[src/rtl/dtq_pkg.sv]
`timescale 1ns / 1ps
package dtq_pkg;

  localparam int DEPTH_DEF = 16;
  localparam int TIME_BITS_DEF = 48;
  localparam int MAX_FIRES = 16;
  localparam int ID_W = 32;
  localparam int WAIT_W = 49;

  // Input operation codes.
  localparam logic [1:0] OP_ADD = 2'd0;
  localparam logic [1:0] OP_CANCEL = 2'd1;
  localparam logic [1:0] OP_TICK = 2'd2;
  localparam logic [1:0] OP_QUERY = 2'd3;

  // Result kinds.
  localparam logic [2:0] K_ADDED = 3'd0;
  localparam logic [2:0] K_FIRED = 3'd1;
  localparam logic [2:0] K_CANCELLED = 3'd2;
  localparam logic [2:0] K_NOT_FOUND = 3'd3;
  localparam logic [2:0] K_FULL = 3'd4;
  localparam logic [2:0] K_WAIT = 3'd5;

endpackage

[src/rtl/deadline_timer_queue_top.sv]
`timescale 1ns / 1ps
// Channel   Handshake           Payload
// command   start / busy        opcode, delay, delay_in_seconds, cancel_id
// result    strobe (one cycle)  kind, timer_id, wait_ms, last
//
// Add, cancel and query take one scan of the entry memory: busy falls in the
// cycle in which the result is shown, and the next item can be accepted at the
// edge that takes the result. A tick runs one scan per fired timer plus one more
// (none more once the fire budget is spent), and each fired result is shown one
// scan late so that last lands on the final one; when sixteen fire, the final
// result follows the fifteenth in the next cycle.
// Reset clears the valid bits, the time counter and the id counter at once.
// Results are shown for one cycle and cannot be stalled.
module deadline_timer_queue_top #(
  parameter int DEPTH = dtq_pkg::DEPTH_DEF,
  parameter int TIME_BITS = dtq_pkg::TIME_BITS_DEF
) (
  input  logic                         clk,
  input  logic                         rst,
  input  logic                         start,
  output logic                         busy,
  input  logic [1:0]                   opcode,
  input  logic [31:0]                  delay,
  input  logic                         delay_in_seconds,
  input  logic [31:0]                  cancel_id,
  output logic                         strobe,
  output logic [2:0]                   kind,
  output logic [31:0]                  timer_id,
  output logic signed [dtq_pkg::WAIT_W-1:0] wait_ms,
  output logic                         last
);

  localparam int AW = (DEPTH > 1) ? $clog2(DEPTH) : 1;
  localparam int CW = $clog2(DEPTH + 2);
  localparam int FW = $clog2(dtq_pkg::MAX_FIRES + 1);
  localparam int SPAN_W = 42;
  localparam int SUMW = ((TIME_BITS > SPAN_W) ? TIME_BITS : SPAN_W) + 1;
  localparam logic [TIME_BITS-1:0] TMAX = {TIME_BITS{1'b1}};
  localparam logic [CW-1:0] LASTIDX = CW'(DEPTH - 1);

  typedef enum logic [2:0] {S_IDLE, S_SCAN, S_DONE, S_FIRE} state_t;

  // Entry memory: deadline and id, registered read.
  logic [TIME_BITS+31:0] mem [DEPTH];
  logic [TIME_BITS+31:0] rd_data;
  logic [AW-1:0] rd_addr;
  logic          wr_en;
  logic [AW-1:0] wr_addr;
  logic [TIME_BITS+31:0] wr_data;

  always_ff @(posedge clk) begin
    if (wr_en) begin
      mem[wr_addr] <= wr_data;
    end
    rd_data <= mem[rd_addr];
  end

  logic [DEPTH-1:0] valid;
  logic [TIME_BITS-1:0] now_ms;
  logic [31:0] id_counter;
  state_t state;
  logic [1:0] op;
  logic [SPAN_W-1:0] span;
  logic [31:0] cid;
  logic [CW-1:0] cnt;
  logic [AW-1:0] rslot;
  logic rvalid;
  logic found;
  logic [AW-1:0] best;
  logic [TIME_BITS-1:0] best_dl;
  logic [31:0] best_id;
  logic [FW-1:0] nfired;
  logic have_prev;
  logic [31:0] prev_id;
  logic [AW-1:0] free_slot;
  logic free_any;

  // Lowest free slot.
  always_comb begin
    free_slot = '0;
    free_any = 1'b0;
    for (int i = DEPTH - 1; i >= 0; i--) begin
      if (!valid[i]) begin
        free_slot = AW'(i);
        free_any = 1'b1;
      end
    end
  end

  logic [TIME_BITS-1:0] r_dl;
  logic [31:0] r_id;
  logic better;
  logic due;
  logic [SUMW-1:0] dl_sum;
  logic dl_sat;
  logic [TIME_BITS-1:0] diff;

  assign r_dl = rd_data[TIME_BITS+31:32];
  assign r_id = rd_data[31:0];
  assign better = !found || (r_dl < best_dl) || (r_dl == best_dl && r_id < best_id);
  assign due = found && (best_dl <= now_ms);
  assign dl_sum = SUMW'(now_ms) + SUMW'(span);
  assign dl_sat = (dl_sum[SUMW-1:TIME_BITS] != '0);
  assign diff = best_dl - now_ms;
  assign rd_addr = cnt[AW-1:0];

  always_comb begin
    wr_en = 1'b0;
    wr_addr = free_slot;
    wr_data = {(dl_sat ? TMAX : dl_sum[TIME_BITS-1:0]), id_counter + 32'd1};
    if (state == S_DONE && op == dtq_pkg::OP_ADD && free_any) begin
      wr_en = 1'b1;
    end
  end

  assign busy = (state != S_IDLE);

  // Sequencer: scans memory, then emits results.
  always_ff @(posedge clk) begin
    if (rst) begin
      state <= S_IDLE;
      valid <= '0;
      now_ms <= '0;
      id_counter <= '0;
      strobe <= 1'b0;
      cnt <= '0;
      rvalid <= 1'b0;
      found <= 1'b0;
      nfired <= '0;
      have_prev <= 1'b0;
    end else begin
      case (state)
        S_IDLE: begin
          strobe <= 1'b0;
          if (start) begin
            op <= opcode;
            cid <= cancel_id;
            span <= delay_in_seconds ? {10'd0, delay} * 42'd1000 : {10'd0, delay};
            if (opcode == dtq_pkg::OP_TICK && now_ms != TMAX) begin
              now_ms <= now_ms + 1'b1;
            end
            nfired <= '0;
            have_prev <= 1'b0;
            cnt <= '0;
            rvalid <= 1'b0;
            found <= 1'b0;
            state <= S_SCAN;
          end
        end
        S_SCAN: begin
          strobe <= 1'b0;
          rvalid <= (cnt <= LASTIDX);
          rslot <= cnt[AW-1:0];
          if (rvalid && valid[rslot]) begin
            if (op == dtq_pkg::OP_CANCEL) begin
              if (!found && r_id == cid) begin
                found <= 1'b1;
                best <= rslot;
              end
            end else if (better) begin
              found <= 1'b1;
              best <= rslot;
              best_dl <= r_dl;
              best_id <= r_id;
            end
          end
          if (cnt == CW'(DEPTH)) begin
            state <= S_DONE;
          end else begin
            cnt <= cnt + 1'b1;
          end
        end
        S_DONE: begin
          wait_ms <= '0;
          case (op)
            dtq_pkg::OP_ADD: begin
              strobe <= 1'b1;
              last <= 1'b1;
              state <= S_IDLE;
              if (free_any) begin
                kind <= dtq_pkg::K_ADDED;
                timer_id <= id_counter + 32'd1;
                id_counter <= id_counter + 32'd1;
                valid[free_slot] <= 1'b1;
              end else begin
                kind <= dtq_pkg::K_FULL;
                timer_id <= '0;
              end
            end
            dtq_pkg::OP_CANCEL: begin
              strobe <= 1'b1;
              last <= 1'b1;
              state <= S_IDLE;
              timer_id <= cid;
              if (found) begin
                kind <= dtq_pkg::K_CANCELLED;
                valid[best] <= 1'b0;
              end else begin
                kind <= dtq_pkg::K_NOT_FOUND;
              end
            end
            dtq_pkg::OP_TICK: begin
              // Show the timer fired by the previous scan; it is final unless
              // this scan found another one due.
              strobe <= have_prev;
              kind <= dtq_pkg::K_FIRED;
              timer_id <= prev_id;
              last <= !due;
              if (due) begin
                valid[best] <= 1'b0;
                nfired <= nfired + 1'b1;
                prev_id <= best_id;
                have_prev <= 1'b1;
                state <= S_FIRE;
              end else begin
                state <= S_IDLE;
              end
            end
            default: begin
              strobe <= 1'b1;
              last <= 1'b1;
              state <= S_IDLE;
              kind <= dtq_pkg::K_WAIT;
              timer_id <= '0;
              if (!found) begin
                wait_ms <= '1;
              end else if (best_dl <= now_ms) begin
                wait_ms <= '0;
              end else if (TIME_BITS > 48 && (diff >> 48) != '0) begin
                wait_ms <= {1'b0, {48{1'b1}}};
              end else begin
                wait_ms <= dtq_pkg::WAIT_W'(diff);
              end
            end
          endcase
        end
        S_FIRE: begin
          // With the fire budget spent, the held timer is the final result;
          // otherwise scan again for the next due timer.
          if (nfired == FW'(dtq_pkg::MAX_FIRES)) begin
            strobe <= 1'b1;
            kind <= dtq_pkg::K_FIRED;
            timer_id <= prev_id;
            wait_ms <= '0;
            last <= 1'b1;
            state <= S_IDLE;
          end else begin
            strobe <= 1'b0;
            cnt <= '0;
            rvalid <= 1'b0;
            found <= 1'b0;
            state <= S_SCAN;
          end
        end
        default: begin
          strobe <= 1'b0;
          state <= S_IDLE;
        end
      endcase
    end
  end

endmodule

[config.mk]
export PLATFORM = sky130hd
export DESIGN_NAME = deadline_timer_queue_top
export DESIGN_NICKNAME = d
export VERILOG_FILES = /design/src/rtl/dtq_pkg.sv /design/src/rtl/deadline_timer_queue_top.sv
export SDC_FILE = /design/constraint.sdc
export NUM_CORES = 2
export LEC_CHECK = 0
export BUFFER_PORTS_ARGS = -buffer_cell sky130_fd_sc_hd__buf_2
export CORE_ASPECT_RATIO = 1.1
export CORE_MARGIN = 1.5
export CORE_UTILIZATION = 40
export DETAILED_ROUTE_END_ITERATION = 16
export HOLD_SLACK_MARGIN = 0.1
export PLACE_DENSITY_LB_ADDON = 0.25
export REMOVE_ABC_BUFFERS = 1
export SLEW_MARGIN = 25
export SYNTH_ARGS = -nofsm -noshare
export SYNTH_HDL_FRONTEND = slang
export SYNTH_SLANG_ARGS = --single-unit
[constraint.sdc]
create_clock -name clk -period 6.9 [get_ports clk]
set_input_delay 0 -clock clk [delete_from_list [all_inputs] [get_ports clk]]
set_output_delay 0 -clock clk [all_outputs]
set_load 0.01 [all_outputs]
== Yosys cells after proc, flatten, opt, wreduce, memory -nomap -nowiden ==
Memory sizes are Yosys's and may differ from the RTL's. A register that Yosys moved wholly into a read port is not among the register bits.
Cells that the tools add are included.

* Bitwise operators: 5
* Equal/unequal tests: 25
* Multipliers: 1
* Magnitude comparators: 9
* $add $sub $neg: 6
* Muxes and demuxes: 94
* Reduce and logical (&&, ||, !) cells: 36

{| class="wikitable"
|+ Operators by type and width
! cell !! count
|-
| $mux 49 || 3
|-
| $pmux 49 s2 || 1
|-
| $mux 32 || 3
|-
| $mux 48 || 2
|-
| $pmux 32 s3 || 1
|-
| $mux 4 || 19
|-
| $pmux 32 s2 || 1
|-
| $add 48x42->49 || 1
|-
| $add 48x1->48 const B || 1
|-
| $eq 48x48->1 || 1
|-
| $le 48x48->1 || 1
|-
| $lt 48x48->1 || 1
|-
| $mux 16 || 3
|-
| $ne 48x48->1 const B || 1
|-
| $pmux 16 s3 || 1
|-
| $sub 48x48->48 || 1
|-
| $mul 32x7->39 const B || 1
|-
| $mux 1 || 36
|-
| $add 32x1->32 const B || 1
|-
| $eq 32x32->1 || 1
|-
| $lt 32x32->1 || 1
|-
| $mux 5 || 5
|-
| $ne 2x2->1 const B || 10
|-
| $and 16x16->16 || 1
|-
| 38 further kinds || 79
|}

* Input bits: 70
* Register bits after elaboration: 394
* Memories: 1
* RAM bits: 1280
* Word-level logic and storage cells: 201

{| class="wikitable"
|+ Memory list
! name !! depth !! width !! read ports !! clocked after Yosys merged registers in !! wr ports !! line !! text
|-
| mem || 16 || 80 || 1 || 1 || 1 || deadline_timer_queue_top.sv:44 || <nowiki>logic [TIME_BITS+31:0] mem [DEPTH];</nowiki>
|}

== Logic depth before layout (Yosys ltp) ==
* Depth after elaboration: 23
* Mapped depth: 18
* Gate-level depth less buffers: 18

== Least setup slack after synthesis ==
OpenSTA, ideal clock, no wires.

* Path kind: flip-flop to flip-flop
* From: reg op[0]
* To: mem mem[12][0] in the netlist's numbering (enable)
* Slack: 1250 ps
* Arrival: 5131 ps
* Path buffers: 2
* Stages on the path, launching flop included: 9
* Period minus slack after synthesis: 5650 ps
* Path through: edfxtp_1 inv_1 ha_1 nor2b_1 clkbuf_1 and2_1 clkbuf_1 nand3_1 nor2_1

* Word-level cells in the longest chain between the ends: 6

{| class="wikitable"
|+ RTL lines
! what !! line !! text
|-
| start: declaration || deadline_timer_queue_top.sv:62 || <nowiki>logic [1:0] op;</nowiki>
|-
| start signal: assignment || deadline_timer_queue_top.sv:136 || <nowiki>op <= opcode;</nowiki>
|-
| $logic_not 2->1 || deadline_timer_queue_top.sv:111 || <nowiki>if (state == S_DONE && op == dtq_pkg::OP_ADD && free_any) begin</nowiki>
|-
| $logic_and 1x1->1 (2 in series) || deadline_timer_queue_top.sv:111 ||
|-
| $mux 1 || deadline_timer_queue_top.sv:111 ||
|-
| $mux 1 || deadline_timer_queue_top.sv:52 || <nowiki>if (wr_en) begin</nowiki>
|-
| $mux 1 (not written as such) || deadline_timer_queue_top.sv:53 || <nowiki>mem[wr_addr] <= wr_data;</nowiki>
|-
| end: declaration || deadline_timer_queue_top.sv:44 ||
|}

No other way between the ends.

== Final worst setup path ==
* From: in delay[2]
* To: reg span[40], data pin

* Word-level cells in the longest chain between the ends: 1

{| class="wikitable"
|+ RTL lines
! what !! line !! text
|-
| start: declaration || deadline_timer_queue_top.sv:23 || <nowiki>input logic [31:0] delay,</nowiki>
|-
| $mul 32x7->39 || deadline_timer_queue_top.sv:138 || <nowiki>span <= delay_in_seconds ? {10'd0, delay} * 42'd1000 : {10'd0, delay};</nowiki>
|-
| end signal: assignment || deadline_timer_queue_top.sv:138 ||
|-
| end: declaration || deadline_timer_queue_top.sv:63 || <nowiki>logic [SPAN_W-1:0] span;</nowiki>
|}

No other way between the ends.
A chain may end at the register's enable or synchronous reset.

==> impl_metrics.yaml <==
timing:
  worst_pin_slew_ns: 1.014
  slew_violations: 0
  rsz0062_at_grt: "false"
  worst_slack_ns: 1.818
  timing.final.crit_share_pct: 73.66
  skew_ns: 0.03815
  tns_ns: 0
  hold_viol_final: 0
  slew_headroom_pct: 32.43
  fmax_mhz: 196.8
  period_needed_ns: 5.082
  setup_viol_count_final: 0
floorplanning:
  dieHeight_um: 467.0
  die_w_um: 424.8
  num_io_pins: 157
  num_rows: 170
  core_mm2: 0.1948
  initial_core_util_pct: 40.18
  design.die.area_mm2: 0.1984
logic_synthesis:
  synth_edf_count: 1561
  synth.yosys.seq_area_share_pct: 64.79
  synth_warnings: 0
  ys_seq_elements: 1753
  avgSynthCellArea_um2: 16.13
  synthCells: 4853
  syn-cell-area_mm2: 0.07829
  synth.distinct_cells: 91
  async_reset_ff_share_pct: 0
  synthFlopType: "edfxtp_1"
worst_setup_path:
  r2r_setup_slack_ns: 1.89
  worstPathMaxFanout: 5
  r2r-start: "best_dl[0]$_DFFE_PP_"
  cp_num_buf_inv: 4
  cp_top_family: "adder cells"
  r2r-end: "prev_id[5]$_DFFE_PP_"
  cpPeakStageDelay_ns: 0.86
  crit_type: "input port to flip-flop"
  crit_arrival_ns: 5.66
  cpMostUsedCell: "fa_1"
  crit_path_end_kind: "flip-flop"
  crit_path_start: "delay[2]"
  path_cells: "dlygate4sd3_1 -> buf_2 -> inv_1 -> fa_1 -> fa_1 -> fa_1 -> fa_1 -> inv_1 -> ha_1 -> nand2_1 -> o21ai_0 -> a21oi_1 -> o311ai_0 -> a41oi_1 -> o211ai_1 -> a21o_1 -> a31oi_1 -> xor2_1 -> nor2_1"
  r2r_cells: 13
  worstPathRequired_ns: 7.48
  slowest_stage: "o311ai_0"
  startpoint_type: "input port"
hold_path:
  min_path_type: "input port to flip-flop"
  hold-path-endpoint: "span[21]$_DFFE_PP_"
  hold_depth: 3
  hold_path.startpoint: "delay[21]"
final_layout:
  layout-drive-gt1-share_pct: 18.70
  register_area_mm2: 0.05073
  n_fill_cell: 16870
  multiInputGateArea_mm2: 0.02574
  synthToLayoutAreaGrowth_pct: 14.87
  final_nets: 5644
run:
  drv_cap: 0
grt:
  antenna_found_initial: 4
  grtUsageTotal_pct: 20.31
  grt_pass1_wl_um: 296300
  overflow: 0
  grt_max_degree: 120
  grt_pass1_vias: 44500
clock_network:
  htreeDepth: 4
  cts_tree: "yes"
  cts_made_buffers: 181
  cts_buffer_depth: 3
  cts.sinks: 1753
  clkLatencyLatePin_ns: 0.84
  cts_root_buf: "clkbuf_16"
  cts.clk_slew.worst_paths_ns: 0.06
place:
  io_buffers: 156
  pre_cts_slack_ns: 1.577
  gp_congestion: 0.9049
  dpl.hpwl_um: 122600
route:
  avgRoutedWirePerCell_um: 25.50
  first_pass_iters: 6
  vias: 43670
  viasPerCell: 5.511
  detail-route-antenna-nets: 0
  drt_iter0_markers: 4034
  drcViolationCount: 0
  finalWirelength_um: 202100
power_and_ir_drop:
  p_leak_nw: 30.46
  total_power_w: 0.02799
  vdd_drop_max_uv: 326.7
  powerDensity_mw_per_mm2: 311.3
outcome:
  outcome: "completed"
cells in the final DEF, fill, tap and decap left out, types with 155 or more instances in the layout:
| cell | netlist | final |
|---|---|---|
| nor2_1 | 214 | 196 |
| dfxtp_1 | 192 | 188 |
| nand2_1 | 236 | 234 |
| inv_1 | 351 | 351 |
| buf_2 | 10 | 155 |
| clkbuf_16 | 0 | 183 |
| mux4_2 | 405 | 405 |
| edfxtp_1 | 1561 | 1561 |
| o21ai_0 | 164 | 163 |
| a21oi_1 | 207 | 205 |
| ha_1 | 269 | 269 |
cells in the mapped netlist, types with 7 or more instances:
library cell | n | area share [%]
nand2_1 | 236 | 1.1
xor2_1 | 112 | 1.3
a21o_1 | 82 | 0.79
o21ai_0 | 164 | 1.0
a211oi_1 | 11 | 0.11
edfxtp_1 | 1561 | 60
nor2_1 | 214 | 1.0
ha_1 | 269 | 4.3
buf_1 | 30 | 0.14
a222oi_1 | 29 | 0.37
a211o_1 | 7 | 0.078
nand3_1 | 67 | 0.43
and3_1 | 36 | 0.29
a21oi_1 | 207 | 1.3
xnor2_1 | 133 | 1.5
or2_2 | 11 | 0.088
clkbuf_1 | 155 | 0.74
nor3_1 | 40 | 0.26
o211ai_1 | 18 | 0.17
o21a_1 | 19 | 0.18
o21ai_1 | 8 | 0.051
a31oi_1 | 27 | 0.22
dfxtp_1 | 192 | 4.9
o21bai_1 | 18 | 0.17
mux2i_1 | 10 | 0.13
nor4_1 | 27 | 0.22
nand4_1 | 67 | 0.54
a221oi_1 | 8 | 0.090
o31ai_1 | 7 | 0.067
and2_1 | 18 | 0.14
mux4_2 | 405 | 12
nor2b_1 | 20 | 0.16
nand2b_1 | 23 | 0.18
and4_1 | 13 | 0.15
fa_1 | 120 | 3.1
or3_1 | 19 | 0.15
buf_2 | 10 | 0.064
inv_1 | 351 | 1.7
report_power, final:
part           leakage [nW]  internal (W)  switching (W)
logic                  11.8       0.00238        0.00313
clock network          2.97       0.00569        0.00420
registers              15.7        0.0122       0.000355
per-layer routing:
layer / global-route usage (%) / routed length, µm / vias to the layer above
met4: 8.133 / 8105 / 0
li1: - / - / 19430
met5: 0 / 0 / -
met3: 2.872 / 10160 / 319
met2: 34.42 / 100300 / 1319
met1: 26.33 / 83520 / 22600
logic make-up after synthesis:
kind of cell / synth area share, %
AO/OA/AOI/OAI: 5.586
XOR/XNOR: 2.741
AND/OR/NAND/NOR: 5.060
adder cells (fa/ha/maj): 7.368
buffers and inverters: 2.653
multiplexers: 11.81
flip-flops: 64.79
worst reg2reg max path: stages, from the launching register on:
cell and delay, ns:
edfxtp_1 0.40, inv_1 0.11, ha_1 0.16, inv_1 0.05, fa_1 0.40, a21o_1 0.20
a221oi_2 0.38, a21oi_2 0.18, a211o_2 0.45, a22oi_2 0.28, o21ai_2 0.25, a211oi_2 0.71
nand2_1 0.28, nor2_4 0.74
per-stage QoR:
step | util, % | instance area (µm²) | hold slack, ns | instances
floorplan | - | 77530 | 0.06907 | 4656
global placement | 42.39 | 82580 | 0.1802 | 7467
detailed placement | 42.42 | 82650 | 0.1781 | 7468
CTS | 46.13 | 89870 | 0.1075 | 7921
global route | 46.16 | 89930 | 0.1699 | 7924
finish | 46.16 | 89930 | 0.1656 | 7925
final cells by class:
| class | count | area share, % |
|---|---|---|
| Tap cell | 2580 | 3.590 |
| Clock inverter | 102 | 1.139 |
| Clock buffer | 238 | 5.633 |
| Sequential cell | 1753 | 56.41 |
| Antenna cell | 3 | 0.008348 |
| Multi-Input combinational cell | 2552 | 28.63 |
| Timing Repair Buffer | 346 | 3.122 |
| Inverter | 351 | 1.465 |
registers in the layout, summed over array words and instances, names as in the netlist, 5 cells and up:
register,count
mem,1280
rd_data,80
wait_ms,49
best_dl,48
now_ms,48
span,42
best_id,32
cid,32
id_counter,32
prev_id,32
timer_id,32
valid,16
cnt,5
nfired,5
worst max-delay path by stage:
stage / end / cells after the start
2_1_floorplan: rslot[0]$_DFFE_PP_ / 0
3_3_place_gp: span[40]$_SDFFCE_PN0P_ / 18
3_5_place_dp: span[40]$_SDFFCE_PN0P_ / 18
4_1_cts: prev_id[5]$_DFFE_PP_ / 13
5_1_grt: span[40]$_SDFFCE_PN0P_ / 19
6_report: span[40]$_SDFFCE_PN0P_ / 19
timing repair:
item	CTS	global route
gates resized for setup	0	0
setup buffers	0	0
hold endpoints to repair	163	0
hold buffers	113	0
Power figures use the tool's default switching activity.
